[config.mk]
export PLATFORM = sky130hd
export DESIGN_NAME = control_binding_mapper_flat
export DESIGN_NICKNAME = d
export VERILOG_FILES = /design/src/rtl/cbm_pkg.sv /design/src/rtl/cbm_req_if.sv /design/src/rtl/cbm_match.sv /design/src/rtl/control_binding_mapper.sv /design/src/flat_wrapper.sv
export SDC_FILE = /design/constraint.sdc
export NUM_CORES = 2
export LEC_CHECK = 0
export BUFFER_PORTS_ARGS = -buffer_cell sky130_fd_sc_hd__buf_2
export CORE_UTILIZATION = 65
export DETAILED_ROUTE_END_ITERATION = 10
export PLACE_DENSITY = 0.8
export RECOVER_POWER = 100
export SETUP_SLACK_MARGIN = 0.3
export SLEW_MARGIN = 20
export SYNTH_ARGS = -nofsm -noshare
export SYNTH_HDL_FRONTEND = slang
export SYNTH_SLANG_ARGS = --single-unit
[constraint.sdc]
create_clock -name clock -period 15.38 [get_ports clock]
set_input_delay 0.769 -clock clock [delete_from_list [all_inputs] [get_ports clock]]
set_output_delay 0.769 -clock clock [all_outputs]
set_load 0.05 [all_outputs]
[src/rtl/cbm_pkg.sv]
// Shared types, codes and constants for the control binding mapper.
`timescale 1ns / 1ps
`default_nettype none
package cbm_pkg;

   localparam int DEFAULT_PLAYERS = 2;
   localparam int DEFAULT_SLOTS   = 16;
   localparam int STATES_W        = 32;

   localparam logic [2:0] OP_KEY    = 3'd0;
   localparam logic [2:0] OP_AXIS   = 3'd1;
   localparam logic [2:0] OP_HAT    = 3'd2;
   localparam logic [2:0] OP_BUTTON = 3'd3;
   localparam logic [2:0] OP_FRAME  = 3'd4;
   localparam logic [2:0] OP_ARM    = 3'd5;
   localparam logic [2:0] OP_WRITE  = 3'd6;

   localparam logic [1:0] KIND_KEY    = 2'd0;
   localparam logic [1:0] KIND_AXIS   = 2'd1;
   localparam logic [1:0] KIND_HAT    = 2'd2;
   localparam logic [1:0] KIND_BUTTON = 2'd3;

   localparam logic [1:0] PS_IDLE     = 2'd0;
   localparam logic [1:0] PS_PRESSED  = 2'd1;
   localparam logic [1:0] PS_HELD     = 2'd2;
   localparam logic [1:0] PS_RELEASED = 2'd3;

   localparam logic signed [15:0] AXIS_HI = 16'sd16383;
   localparam logic signed [15:0] AXIS_LO = -16'sd16384;
   localparam logic [7:0]         KEY_DEVICE = 8'hFF;

   typedef struct packed {
      logic [1:0]         kind;
      logic [7:0]         device;
      logic [30:0]        index;
      logic signed [15:0] threshold;
   } entry_type;

   typedef struct packed {
      logic [1:0]         kind;
      logic [7:0]         device;
      logic [30:0]        index;
      logic signed [15:0] value;
   } evt_type;

   typedef struct packed {
      logic sel;
      logic hit;
   } match_type;

endpackage
`default_nettype wire

[src/rtl/cbm_req_if.sv]
// Request and response channel interfaces for the control binding mapper.
`timescale 1ns / 1ps
`default_nettype none
interface cbm_req_if;
   logic               valid;
   logic               ready;
   logic [2:0]         opcode;
   logic [7:0]         device;
   logic [30:0]        control_index;
   logic signed [15:0] value;
   logic               player;
   logic [3:0]         slot;
   logic [1:0]         bind_kind;
   logic signed [15:0] bind_threshold;

   modport source (output valid, opcode, device, control_index, value, player, slot,
                   bind_kind, bind_threshold, input ready);
   modport sink (input valid, opcode, device, control_index, value, player, slot,
                 bind_kind, bind_threshold, output ready);
endinterface

interface cbm_rsp_if;
   logic        valid;
   logic        ready;
   logic        report;
   logic        report_player;
   logic [31:0] press_states;
   logic        captured;
   logic        last;

   modport source (output valid, report, report_player, press_states, captured, last,
                   input ready);
   modport sink (input valid, report, report_player, press_states, captured, last,
                 output ready);
endinterface
`default_nettype wire

[src/rtl/cbm_match.sv]
// Match unit: tests one binding entry against the current event.
`timescale 1ns / 1ps
`default_nettype none
module cbm_match (
   input  wire cbm_pkg::entry_type entry,
   input  wire                     bound,
   input  wire cbm_pkg::evt_type   evt,
   output cbm_pkg::match_type      result
);

   logic same_ctl;
   logic same_dev;

   assign same_ctl = (entry.kind == evt.kind) && (entry.index == evt.index);
   assign same_dev = (evt.kind == cbm_pkg::KIND_KEY) || (entry.device == evt.device);

   always_comb begin
      result.sel = bound && same_ctl && same_dev;
      unique case (evt.kind)
         cbm_pkg::KIND_AXIS: begin
            if (entry.threshold >= 16'sd0) result.hit = evt.value >= entry.threshold;
            else result.hit = evt.value <= entry.threshold;
         end
         cbm_pkg::KIND_HAT: result.hit = |(entry.threshold & evt.value);
         default:           result.hit = evt.value != 16'sd0;
      endcase
   end

endmodule
`default_nettype wire

[src/rtl/control_binding_mapper.sv]
// Top level: binding table, event scan sequencer and frame press-state reports.
// Flow: key/axis/hat/button events scan the whole table; a captured event, arm,
//   write or unused opcode goes from DECODE straight to ACK; a frame tick gives
//   PLAYERS reports, one per cycle while the response channel is not back-pressured.
// Throughput: one request at a time; the scan through the binding memory's single
//   read port, one entry per cycle through one match unit, sets the event rate.
// Reset (synchronous): all entries unbound, raw and press states idle, rebind disarmed.
`timescale 1ns / 1ps
`default_nettype none
module control_binding_mapper #(
   parameter int PLAYERS = cbm_pkg::DEFAULT_PLAYERS,
   parameter int SLOTS   = cbm_pkg::DEFAULT_SLOTS
) (
   input wire        clock,
   input wire        reset,
   cbm_req_if.sink   req_ch,
   cbm_rsp_if.source rsp_ch
);

   localparam int ENTRIES = PLAYERS * SLOTS;
   localparam int AW      = (ENTRIES > 1) ? $clog2(ENTRIES) : 1;
   localparam int EW      = AW + 1;
   localparam int PW      = (PLAYERS > 1) ? $clog2(PLAYERS) : 1;

   typedef enum logic [2:0] {
      ST_IDLE,
      ST_DECODE,
      ST_SCAN,
      ST_ACK,
      ST_REPORT
   } state_type;

   state_type state_ff;

   // latched request
   logic [2:0]         op_ff;
   logic [7:0]         dev_ff;
   logic [30:0]        idx_ff;
   logic signed [15:0] val_ff;
   logic               pl_ff;
   logic [3:0]         sl_ff;
   logic [1:0]         bkind_ff;
   logic signed [15:0] bthr_ff;

   // table state
   cbm_pkg::entry_type       bind_mem_ff [ENTRIES];
   cbm_pkg::entry_type       rdata_ff;
   logic [ENTRIES-1:0]       bound_ff;
   logic [ENTRIES-1:0]       raw_ff;
   logic [ENTRIES-1:0][1:0]  press_ff;
   logic                     armed_ff;
   logic [AW-1:0]            armed_ent_ff;

   // scan pipeline
   logic [EW-1:0] scan_ff;
   logic          cmp_vld_ff;
   logic [AW-1:0] cmp_idx_ff;
   logic          cmp_bound_ff;
   logic          cap_ff;
   logic [PW-1:0] rp_ff;

   // response register
   logic        rsp_valid_ff;
   logic        rsp_report_ff;
   logic        rsp_player_ff;
   logic [31:0] rsp_states_ff;
   logic        rsp_captured_ff;
   logic        rsp_last_ff;

   logic               rsp_free;
   logic               rd_en;
   logic [AW-1:0]      rd_addr;
   logic               mem_we;
   logic [AW-1:0]      mem_waddr;
   cbm_pkg::entry_type mem_wdata;
   logic [EW-1:0]      ent_wide;
   logic [AW-1:0]      req_ent;
   logic               in_range;
   logic               is_event;
   logic               qualify;
   cbm_pkg::entry_type cap_entry;
   cbm_pkg::evt_type   evt;
   cbm_pkg::match_type match;
   logic [31:0]        report_word;
   logic               rpt_last;

   assign req_ch.ready   = (state_ff == ST_IDLE);
   assign rsp_ch.valid         = rsp_valid_ff;
   assign rsp_ch.report        = rsp_report_ff;
   assign rsp_ch.report_player = rsp_player_ff;
   assign rsp_ch.press_states  = rsp_states_ff;
   assign rsp_ch.captured      = rsp_captured_ff;
   assign rsp_ch.last          = rsp_last_ff;

   assign rsp_free = !rsp_valid_ff || rsp_ch.ready;

   // entry addressed by arm / write, player-major
   assign ent_wide = EW'(pl_ff) * EW'(SLOTS) + EW'(sl_ff);
   assign req_ent  = ent_wide[AW-1:0];
   assign in_range = ({1'b0, sl_ff} < 5'(SLOTS)) && ({2'b00, pl_ff} < 3'(PLAYERS));
   assign is_event = (op_ff == cbm_pkg::OP_KEY) || (op_ff == cbm_pkg::OP_AXIS) ||
                     (op_ff == cbm_pkg::OP_HAT) || (op_ff == cbm_pkg::OP_BUTTON);

   // rebind capture: which events qualify and what gets stored
   always_comb begin
      qualify             = 1'b0;
      cap_entry.kind      = op_ff[1:0];
      cap_entry.device    = dev_ff;
      cap_entry.index     = idx_ff;
      cap_entry.threshold = 16'sd0;
      unique case (op_ff)
         cbm_pkg::OP_KEY: begin
            qualify          = val_ff != 16'sd0;
            cap_entry.device = cbm_pkg::KEY_DEVICE;
         end
         cbm_pkg::OP_BUTTON: qualify = val_ff != 16'sd0;
         cbm_pkg::OP_AXIS: begin
            if (val_ff >= cbm_pkg::AXIS_HI) begin
               qualify             = 1'b1;
               cap_entry.threshold = cbm_pkg::AXIS_HI;
            end else if (val_ff <= cbm_pkg::AXIS_LO) begin
               qualify             = 1'b1;
               cap_entry.threshold = cbm_pkg::AXIS_LO;
            end
         end
         cbm_pkg::OP_HAT: begin
            qualify = (val_ff == 16'sd1) || (val_ff == 16'sd2) ||
                      (val_ff == 16'sd4) || (val_ff == 16'sd8);
            cap_entry.threshold = val_ff;
         end
         default: qualify = 1'b0;
      endcase
   end

   // table write port: capture or explicit binding write, both from DECODE
   always_comb begin
      mem_we    = 1'b0;
      mem_waddr = req_ent;
      mem_wdata = cap_entry;
      if (state_ff == ST_DECODE) begin
         if (is_event && armed_ff && qualify) begin
            mem_we    = 1'b1;
            mem_waddr = armed_ent_ff;
         end else if (op_ff == cbm_pkg::OP_WRITE && in_range) begin
            mem_we              = 1'b1;
            mem_wdata.kind      = bkind_ff;
            mem_wdata.device    = dev_ff;
            mem_wdata.index     = idx_ff;
            mem_wdata.threshold = bthr_ff;
         end
      end
   end

   assign rd_en   = (state_ff == ST_SCAN) && (scan_ff < EW'(ENTRIES));
   assign rd_addr = scan_ff[AW-1:0];

   always_ff @(posedge clock) begin
      if (mem_we) bind_mem_ff[mem_waddr] <= mem_wdata;
      if (rd_en) rdata_ff <= bind_mem_ff[rd_addr];
   end

   // one match unit shared by every entry of the scan
   assign evt.kind   = op_ff[1:0];
   assign evt.device = dev_ff;
   assign evt.index  = idx_ff;
   assign evt.value  = val_ff;

   cbm_match u_match (
      .entry  (rdata_ff),
      .bound  (cmp_bound_ff),
      .evt    (evt),
      .result (match)
   );

   // packed press states of the player being reported
   always_comb begin
      report_word = '0;
      for (int p = 0; p < PLAYERS; p++) begin
         for (int s = 0; s < SLOTS; s++) begin
            if (rp_ff == PW'(p)) report_word[2*s +: 2] = press_ff[p*SLOTS + s];
         end
      end
   end

   assign rpt_last = (rp_ff == PW'(PLAYERS - 1));

   always_ff @(posedge clock) begin
      if (reset) begin
         state_ff     <= ST_IDLE;
         rsp_valid_ff <= 1'b0;
         bound_ff     <= '0;
         raw_ff       <= '0;
         press_ff     <= '0;
         armed_ff     <= 1'b0;
         armed_ent_ff <= '0;
         cmp_vld_ff   <= 1'b0;
         scan_ff      <= '0;
         rp_ff        <= '0;
         cap_ff       <= 1'b0;
      end else begin
         // ACK and REPORT reload the register themselves when it drains
         if (rsp_valid_ff && rsp_ch.ready && state_ff != ST_ACK && state_ff != ST_REPORT)
            rsp_valid_ff <= 1'b0;

         // scan pipeline: read issued this cycle is compared next cycle
         cmp_vld_ff   <= rd_en;
         cmp_idx_ff   <= rd_addr;
         cmp_bound_ff <= bound_ff[rd_addr];
         if (cmp_vld_ff && match.sel) raw_ff[cmp_idx_ff] <= match.hit;

         if (mem_we) bound_ff[mem_waddr] <= 1'b1;

         unique case (state_ff)
            ST_IDLE: begin
               if (req_ch.valid) begin
                  op_ff    <= req_ch.opcode;
                  dev_ff   <= req_ch.device;
                  idx_ff   <= req_ch.control_index;
                  val_ff   <= req_ch.value;
                  pl_ff    <= req_ch.player;
                  sl_ff    <= req_ch.slot;
                  bkind_ff <= req_ch.bind_kind;
                  bthr_ff  <= req_ch.bind_threshold;
                  state_ff <= ST_DECODE;
               end
            end
            ST_DECODE: begin
               cap_ff <= is_event && armed_ff && qualify;
               if (is_event) begin
                  if (armed_ff && qualify) begin
                     armed_ff <= 1'b0;
                     state_ff <= ST_ACK;
                  end else begin
                     scan_ff  <= '0;
                     state_ff <= ST_SCAN;
                  end
               end else if (op_ff == cbm_pkg::OP_FRAME) begin
                  for (int e = 0; e < ENTRIES; e++) begin
                     if (raw_ff[e])
                        press_ff[e] <= (press_ff[e] == cbm_pkg::PS_IDLE) ?
                                       cbm_pkg::PS_PRESSED : cbm_pkg::PS_HELD;
                     else
                        press_ff[e] <= (press_ff[e] == cbm_pkg::PS_HELD) ?
                                       cbm_pkg::PS_RELEASED : cbm_pkg::PS_IDLE;
                  end
                  rp_ff    <= '0;
                  state_ff <= ST_REPORT;
               end else begin
                  if (op_ff == cbm_pkg::OP_ARM && in_range) begin
                     armed_ff     <= 1'b1;
                     armed_ent_ff <= req_ent;
                  end
                  state_ff <= ST_ACK;
               end
            end
            ST_SCAN: begin
               if (rd_en) scan_ff <= scan_ff + EW'(1);
               else if (!cmp_vld_ff) state_ff <= ST_ACK;
            end
            ST_ACK: begin
               if (rsp_free) begin
                  rsp_valid_ff    <= 1'b1;
                  rsp_report_ff   <= 1'b0;
                  rsp_player_ff   <= 1'b0;
                  rsp_states_ff   <= '0;
                  rsp_captured_ff <= cap_ff;
                  rsp_last_ff     <= 1'b1;
                  state_ff        <= ST_IDLE;
               end
            end
            ST_REPORT: begin
               if (rsp_free) begin
                  rsp_valid_ff    <= 1'b1;
                  rsp_report_ff   <= 1'b1;
                  rsp_player_ff   <= rp_ff[0];
                  rsp_states_ff   <= report_word;
                  rsp_captured_ff <= 1'b0;
                  rsp_last_ff     <= rpt_last;
                  if (rpt_last) state_ff <= ST_IDLE;
                  else rp_ff <= rp_ff + PW'(1);
               end
            end
            default: state_ff <= ST_IDLE;
         endcase
      end
   end

endmodule
`default_nettype wire

[src/flat_wrapper.sv]
// flat-port wrapper written by rule: the top's interface ports become plain ports
module control_binding_mapper_flat 
#(
   parameter int PLAYERS = cbm_pkg::DEFAULT_PLAYERS,
   parameter int SLOTS   = cbm_pkg::DEFAULT_SLOTS
)
  (clock, reset, req_ch_valid, req_ch_opcode, req_ch_device, req_ch_control_index, req_ch_value, req_ch_player, req_ch_slot, req_ch_bind_kind, req_ch_bind_threshold, req_ch_ready, rsp_ch_valid, rsp_ch_report, rsp_ch_report_player, rsp_ch_press_states, rsp_ch_captured, rsp_ch_last, rsp_ch_ready);
  cbm_req_if req_ch_i ();
  cbm_rsp_if rsp_ch_i ();
  input wire clock;
  input wire reset;
  input wire logic [$bits(req_ch_i.valid)-1:0] req_ch_valid;
  input wire logic [$bits(req_ch_i.opcode)-1:0] req_ch_opcode;
  input wire logic [$bits(req_ch_i.device)-1:0] req_ch_device;
  input wire logic [$bits(req_ch_i.control_index)-1:0] req_ch_control_index;
  input wire logic [$bits(req_ch_i.value)-1:0] req_ch_value;
  input wire logic [$bits(req_ch_i.player)-1:0] req_ch_player;
  input wire logic [$bits(req_ch_i.slot)-1:0] req_ch_slot;
  input wire logic [$bits(req_ch_i.bind_kind)-1:0] req_ch_bind_kind;
  input wire logic [$bits(req_ch_i.bind_threshold)-1:0] req_ch_bind_threshold;
  output wire logic [$bits(req_ch_i.ready)-1:0] req_ch_ready;
  output wire logic [$bits(rsp_ch_i.valid)-1:0] rsp_ch_valid;
  output wire logic [$bits(rsp_ch_i.report)-1:0] rsp_ch_report;
  output wire logic [$bits(rsp_ch_i.report_player)-1:0] rsp_ch_report_player;
  output wire logic [$bits(rsp_ch_i.press_states)-1:0] rsp_ch_press_states;
  output wire logic [$bits(rsp_ch_i.captured)-1:0] rsp_ch_captured;
  output wire logic [$bits(rsp_ch_i.last)-1:0] rsp_ch_last;
  input wire logic [$bits(rsp_ch_i.ready)-1:0] rsp_ch_ready;
  assign req_ch_i.valid = req_ch_valid;
  assign req_ch_i.opcode = req_ch_opcode;
  assign req_ch_i.device = req_ch_device;
  assign req_ch_i.control_index = req_ch_control_index;
  assign req_ch_i.value = req_ch_value;
  assign req_ch_i.player = req_ch_player;
  assign req_ch_i.slot = req_ch_slot;
  assign req_ch_i.bind_kind = req_ch_bind_kind;
  assign req_ch_i.bind_threshold = req_ch_bind_threshold;
  assign req_ch_ready = req_ch_i.ready;
  assign rsp_ch_valid = rsp_ch_i.valid;
  assign rsp_ch_report = rsp_ch_i.report;
  assign rsp_ch_report_player = rsp_ch_i.report_player;
  assign rsp_ch_press_states = rsp_ch_i.press_states;
  assign rsp_ch_captured = rsp_ch_i.captured;
  assign rsp_ch_last = rsp_ch_i.last;
  assign rsp_ch_i.ready = rsp_ch_ready;
  control_binding_mapper #(.PLAYERS(PLAYERS), .SLOTS(SLOTS)) u_core (.clock(clock), .reset(reset), .req_ch(req_ch_i), .rsp_ch(rsp_ch_i));
endmodule
Yosys cells after proc, flatten, opt, wreduce, memory -nomap -nowiden
Memories as Yosys holds them, arrays and structs flattened. A register that Yosys moved wholly into a read port is not among the register bits.
Cells that the tools add are included.
{"block": "classes", "n_bitwise": 5, "reduce_logical": 73, "eq_ne": 66, "n_mux": 175, "n_lt_le_gt_ge": 11, "add_sub_neg": 3}
{"cell": "2-bit two-way mux", "n": 112}
{"cell": "57-bit two-way mux", "n": 3}
{"cell": "2-bit == test (second input constant)", "n": 33}
{"cell": "2-bit logical NOT", "n": 33}
{"cell": "32-bit two-way mux", "n": 2}
{"cell": "32-bit case mux with 2 select lines", "n": 1}
{"cell": "32-bit bitwise mux", "n": 1}
{"cell": "16-bit two-way mux", "n": 2}
{"cell": "32-bit OR", "n": 1}
{"cell": "16-bit case mux with 2 select lines", "n": 1}
{"cell": "31-bit == test", "n": 1}
{"cell": "1-bit two-way mux", "n": 27}
{"cell": "3-bit two-way mux", "n": 8}
{"cell": "4-bit AND reduction", "n": 5}
{"cell": "5-bit by 6-bit < comparator with 1-bit output (second input constant)", "n": 3}
{"cell": "6-bit two-way mux", "n": 3}
{"cell": "16-bit AND", "n": 1}
{"cell": "16-bit by 2-bit == test with 1-bit output (second input constant)", "n": 1}
{"cell": "16-bit by 3-bit == test with 1-bit output (second input constant)", "n": 1}
{"cell": "16-bit by 4-bit == test with 1-bit output (second input constant)", "n": 1}
{"cell": "16-bit by 5-bit == test with 1-bit output (second input constant)", "n": 1}
{"cell": "16-bit by 1-bit greater-or-equal comparator with 1-bit output (second input constant)", "n": 1}
{"cell": "16-bit by 15-bit greater-or-equal comparator with 1-bit output (second input constant)", "n": 1}
{"cell": "16-bit greater-or-equal comparator", "n": 1}
{"cell": "other kinds (36)", "n": 89}
{"block": "word_totals", "ram_bits": 1824, "n_memories": 1, "input_bits": 85, "regBits": 270}
{"memory": "u_core.bind_mem_ff", "depth": 32, "word_bits": 57, "rd": 1, "rd_ports_with_merged_regs": 1, "wr": 1, "line": "control_binding_mapper.sv:46", "text": "cbm_pkg::entry_type bind_mem_ff [ENTRIES];"}

Longest topological paths before layout
{"block": "depth", "depth_word": 13, "depth_mapped": 11, "mapped_depth_nobuf": 8}

Modules after synthesis
A second synthesis with hierarchy kept.
{"block": "unflattened", "cells_unflattened": 3929, "hier_area_um2": 83298.6}
{"module": "control_binding_mapper", "n_inst": 1, "area_per_inst_um2": 82054.9, "cells_per_inst": 3776}
{"module": "cbm_match", "n_inst": 1, "area_per_inst_um2": 1243.7, "cells_per_inst": 153}

Least setup slack after synthesis
Ideal clock, no wire load.
{"block": "synth_timing", "path_type": "reg2reg", "start": "register u_core.op_ff[0]", "end": "memory u_core.bind_mem_ff[5][0] (netlist name), enable pin", "setup_time_ns": 0.472, "n_path_buf": 3, "slack_ns": 10.063, "arrival_time_ns": 4.844, "stages_incl_launch_ff": 12, "cell_sequence": "edfxtp_1 -> inv_1 -> ha_1 -> nor2b_1 -> clkbuf_1 -> nor3b_1 -> o2111a_1 -> clkbuf_1 -> o31ai_2 -> and2_0 -> clkbuf_1 -> nor2_1"}
{"block": "synth_between", "elab_chain_cells": 10}
{"item": "start, declared", "line": "control_binding_mapper.sv:36", "text": "logic [2:0] op_ff;"}
{"item": "start signal, assigned", "line": "control_binding_mapper.sv:216", "text": "op_ff <= req_ch.opcode;"}
{"item": "parallel branches: the longest is 10 deep, another holds 3-bit by 2-bit == test with 1-bit output"}
{"item": "end, declared", "line": "control_binding_mapper.sv:46"}
Parallel ways; which one is timed is not known.

Worst setup path in the final report
{"block": "layout_timing", "start": "register u_core.op_ff[0]", "end": "memory u_core.bind_mem_ff[7][43] (netlist name), enable pin"}
The elaborated chain is that of the path after synthesis.

==> qor.yml <==
outcome:
  outcome: "complete, but fails checks"
  violations: "capacitance limit, slew limit"
route:
  drtPass1Iterations: 6
  routed_wl_um: 232000
  via_per_inst: 7.44
  drc: 0
  initialDrtViolationCount: 7438
  wl_per_cell_um: 38.7
  antenna_left: 0
  dr_total_vias: 44600
logic_synthesis:
  yosysMostFrequentCell: "edfxtp_1"
  synthesis.nets: 4048
  synthTopCellsByArea: "edfxtp_1, mux4_2, dfxtp_1"
  async_reset_ff_share_pct: 0
  synthCells: 3926
  yosysTopAreaCell: "edfxtp_1"
  synth_seq_cells: 2151
  synth_cell_types: 72
  synth.yosys.warnings: 0
  synth_top_area_share_pct: 72.0
  synth_edf_count: 2004
  ys.flop_type: "edfxtp_1"
  ys_seq_area_share_pct: 75.5
  synth_commonest_cells: "edfxtp_1, mux4_2, nor2_1"
  synth.cell_area_um2: 83600
  syn_avg_cell_area_um2: 21.3
floorplan:
  die_area_um2: 130000
  start_util_pct: 65.6
  dieWidth_um: 361
  die_height_um: 361
  core_area_um2: 128000
  row_count: 131
  num_io_pins: 123
final_layout:
  drive_gt1_share_pct: 24.1
  fin_nets: 4284
  fin_util_pct: 72.5
  area_delta_synth_final_pct: 10.6
job:
  cap_violations: 109
sta:
  hold_ws_ns: 0.0998
  slew_headroom_pct: -259
  fmax_mhz: 111
  skew_ns: 0.0450
  setup_viol: 0
  maxSlewViolCount: 3918
  fin_crit_ns: 9.00
  post-route-period-util_pct: 58.5
  worstMarginPinSlew_ns: 5.33
  rsz0062_at_grt: "false"
  hold_violations: 0
  finalSetupTns_ns: 0
critical_path:
  cp-end-kind: "flip-flop"
  crit_arrival_ns: 9.34
  cp.required_ns: 15.72
  path_class: "flip-flop to flip-flop"
  start_kind: "flip-flop"
  path_max_fanout: 40
cts:
  htreeDepth: 4
  cts.sinks: 2151
  cts_setup_buffers: 0
  clk_latency_ns: 0.86
  tritoncts: "built"
  clockBufferDepth: 3
  cts_resized: 0
  root_buffer: "clkbuf_16"
  cts_hold_buf: 0
  path_clk_slew_ns: 0.07
  cts_buffers: 201
hold_path:
  hold_path_class: "primary input to flip-flop"
global_routing:
  grt_first_pass_wirelength_um: 328000
  grt-ovfl-total: 0
  grt_max_degree: 149
  grt.total_usage_pct: 36.2
  antenna_found_initial: 15
  grt_pass1_vias: 44000
place:
  dp_hpwl_um: 114000
  numPortBuffers: 122
  gp_congestion: 0.863
power:
  irDropWorstVdd_uv: 108
  p_leak_nw: 28.2
  power-per-cell-area_nw_per_um2: 132
## per-layer routing
| layer | vias up | GRT usage [%] | part of all wire (%) |
|---|---|---|---|
| li1 | 16800 | - | - |
| met1 | 22900 | 48.7 | 34 |
| met2 | 4082 | 56.4 | 47 |
| met3 | 728 | 9.19 | 13 |
| met4 | 14 | 16.9 | 5.7 |
| met5 | - | 0 | 0.037 |
## final cells by class
type | instances | area, um2
diodes | 3 | 7.51
clock buffers | 258 | 5340
clock inverters | 110 | 1050
fillers | 6787 | 35000
inverters | 61 | 230
multi-input cells | 1509 | 19500
flip-flops and latches | 2151 | 63100
well taps | 1662 | 2080
repair buffers | 238 | 1130
## power by group
group	internal (W)	leakage, nW	total, W	switching, W
clock	0.00271	3.09	0.00495	0.00224
combinational	0.000286	5.72	0.000741	0.000455
sequential	0.00647	19.4	0.00652	0.0000475
total	0.00947	28.2	0.0122	0.00274
## state kept, by name (all words and copies together), names as in the netlist, 2 cells and up, named ones only
| signal | cells |
|---|---|
| u_core.dev_ff | 8 |
| u_core.cmp_idx_ff | 5 |
| u_core.press_ff | 32 |
| u_core.armed_ent_ff | 5 |
| u_core.op_ff | 3 |
| u_core.sl_ff | 4 |
| u_core.raw_ff | 32 |
| u_core.bound_ff | 32 |
| u_core.bthr_ff | 16 |
| u_core.state_ff | 3 |
| u_core.val_ff | 16 |
| u_core.bind_mem_ff | 1824 |
| u_core.idx_ff | 31 |
| u_core.bkind_ff | 2 |
| u_core.rsp_ch.press_states | 32 |
| u_core.scan_ff | 6 |
| u_core.rdata_ff | 57 |
## critical path, stage by stage, from the launching register on
cell and delay [ns]:
edfxtp_1 0.46, inv_1 0.13, ha_1 0.26, nor2b_1 0.18, clkbuf_1 0.61, nor3b_1 0.32
o2111ai_1 0.30, a31oi_1 0.66, a31oi_1 0.72, nor2_1 1.81, clkbuf_1 2.94
## metrics by stage
stage          worst slack [ns]  total power [W]  instances  cell area [um2]
2_1_floorplan             10.06          0.00709       3926            83600
3_3_place_gp              10.04          0.00733       5620            86800
3_5_place_dp               9.96          0.00735       5620            86800
4_1_cts                    9.94           0.0122       5988            93200
5_1_grt                    6.06           0.0124       5991            92500
6_report                   6.38           0.0122       5992            92500
## final timing paths
| check | start | to | slack [ns] | cells past startpoint |
|---|---|---|---|---|
| worst max register to register | u_core.op_ff[0] | u_core.bind_mem_ff[7][43] | 6.38 | 10 |
| worst min register to register | u_core.cap_ff | u_core.cap_ff | 0.46 | 2 |
| worst min-delay path | req_ch_control_index[26] | u_core.idx_ff[26] | 0.1 | 1 |
| worst max-delay path | u_core.op_ff[0] | u_core.bind_mem_ff[7][43] | 6.38 | 10 |
## kinds of logic after synthesis
logic type	synth area share [%]
AO/OA/AOI/OAI	2.18
multiplexers	17.2
flip-flops	75.5
XOR/XNOR	0.775
adder cells (fa/ha/maj)	0.554
AND/OR/NAND/NOR	2.56
buffers and inverters	1.20
## cell usage in the layout, fill, tap and decap left out, types with 18 or more instances in the layout
master,instances
a21oi_1,67
buf_2,74
buf_4,18
clkbuf_1,192
clkbuf_16,204
clkinv_1,44
clkinv_2,26
dfxtp_1,145
edfxtp_1,2004
ha_1,37
inv_1,60
mux2_2,51
mux2i_1,70
mux4_2,580
nand2_1,100
nor2_1,166
nor3_1,42
nor4_1,25
o211ai_1,34
o31ai_1,40
xnor2_1,38
xor2_1,36
Power figures use the tool's default switching activity.
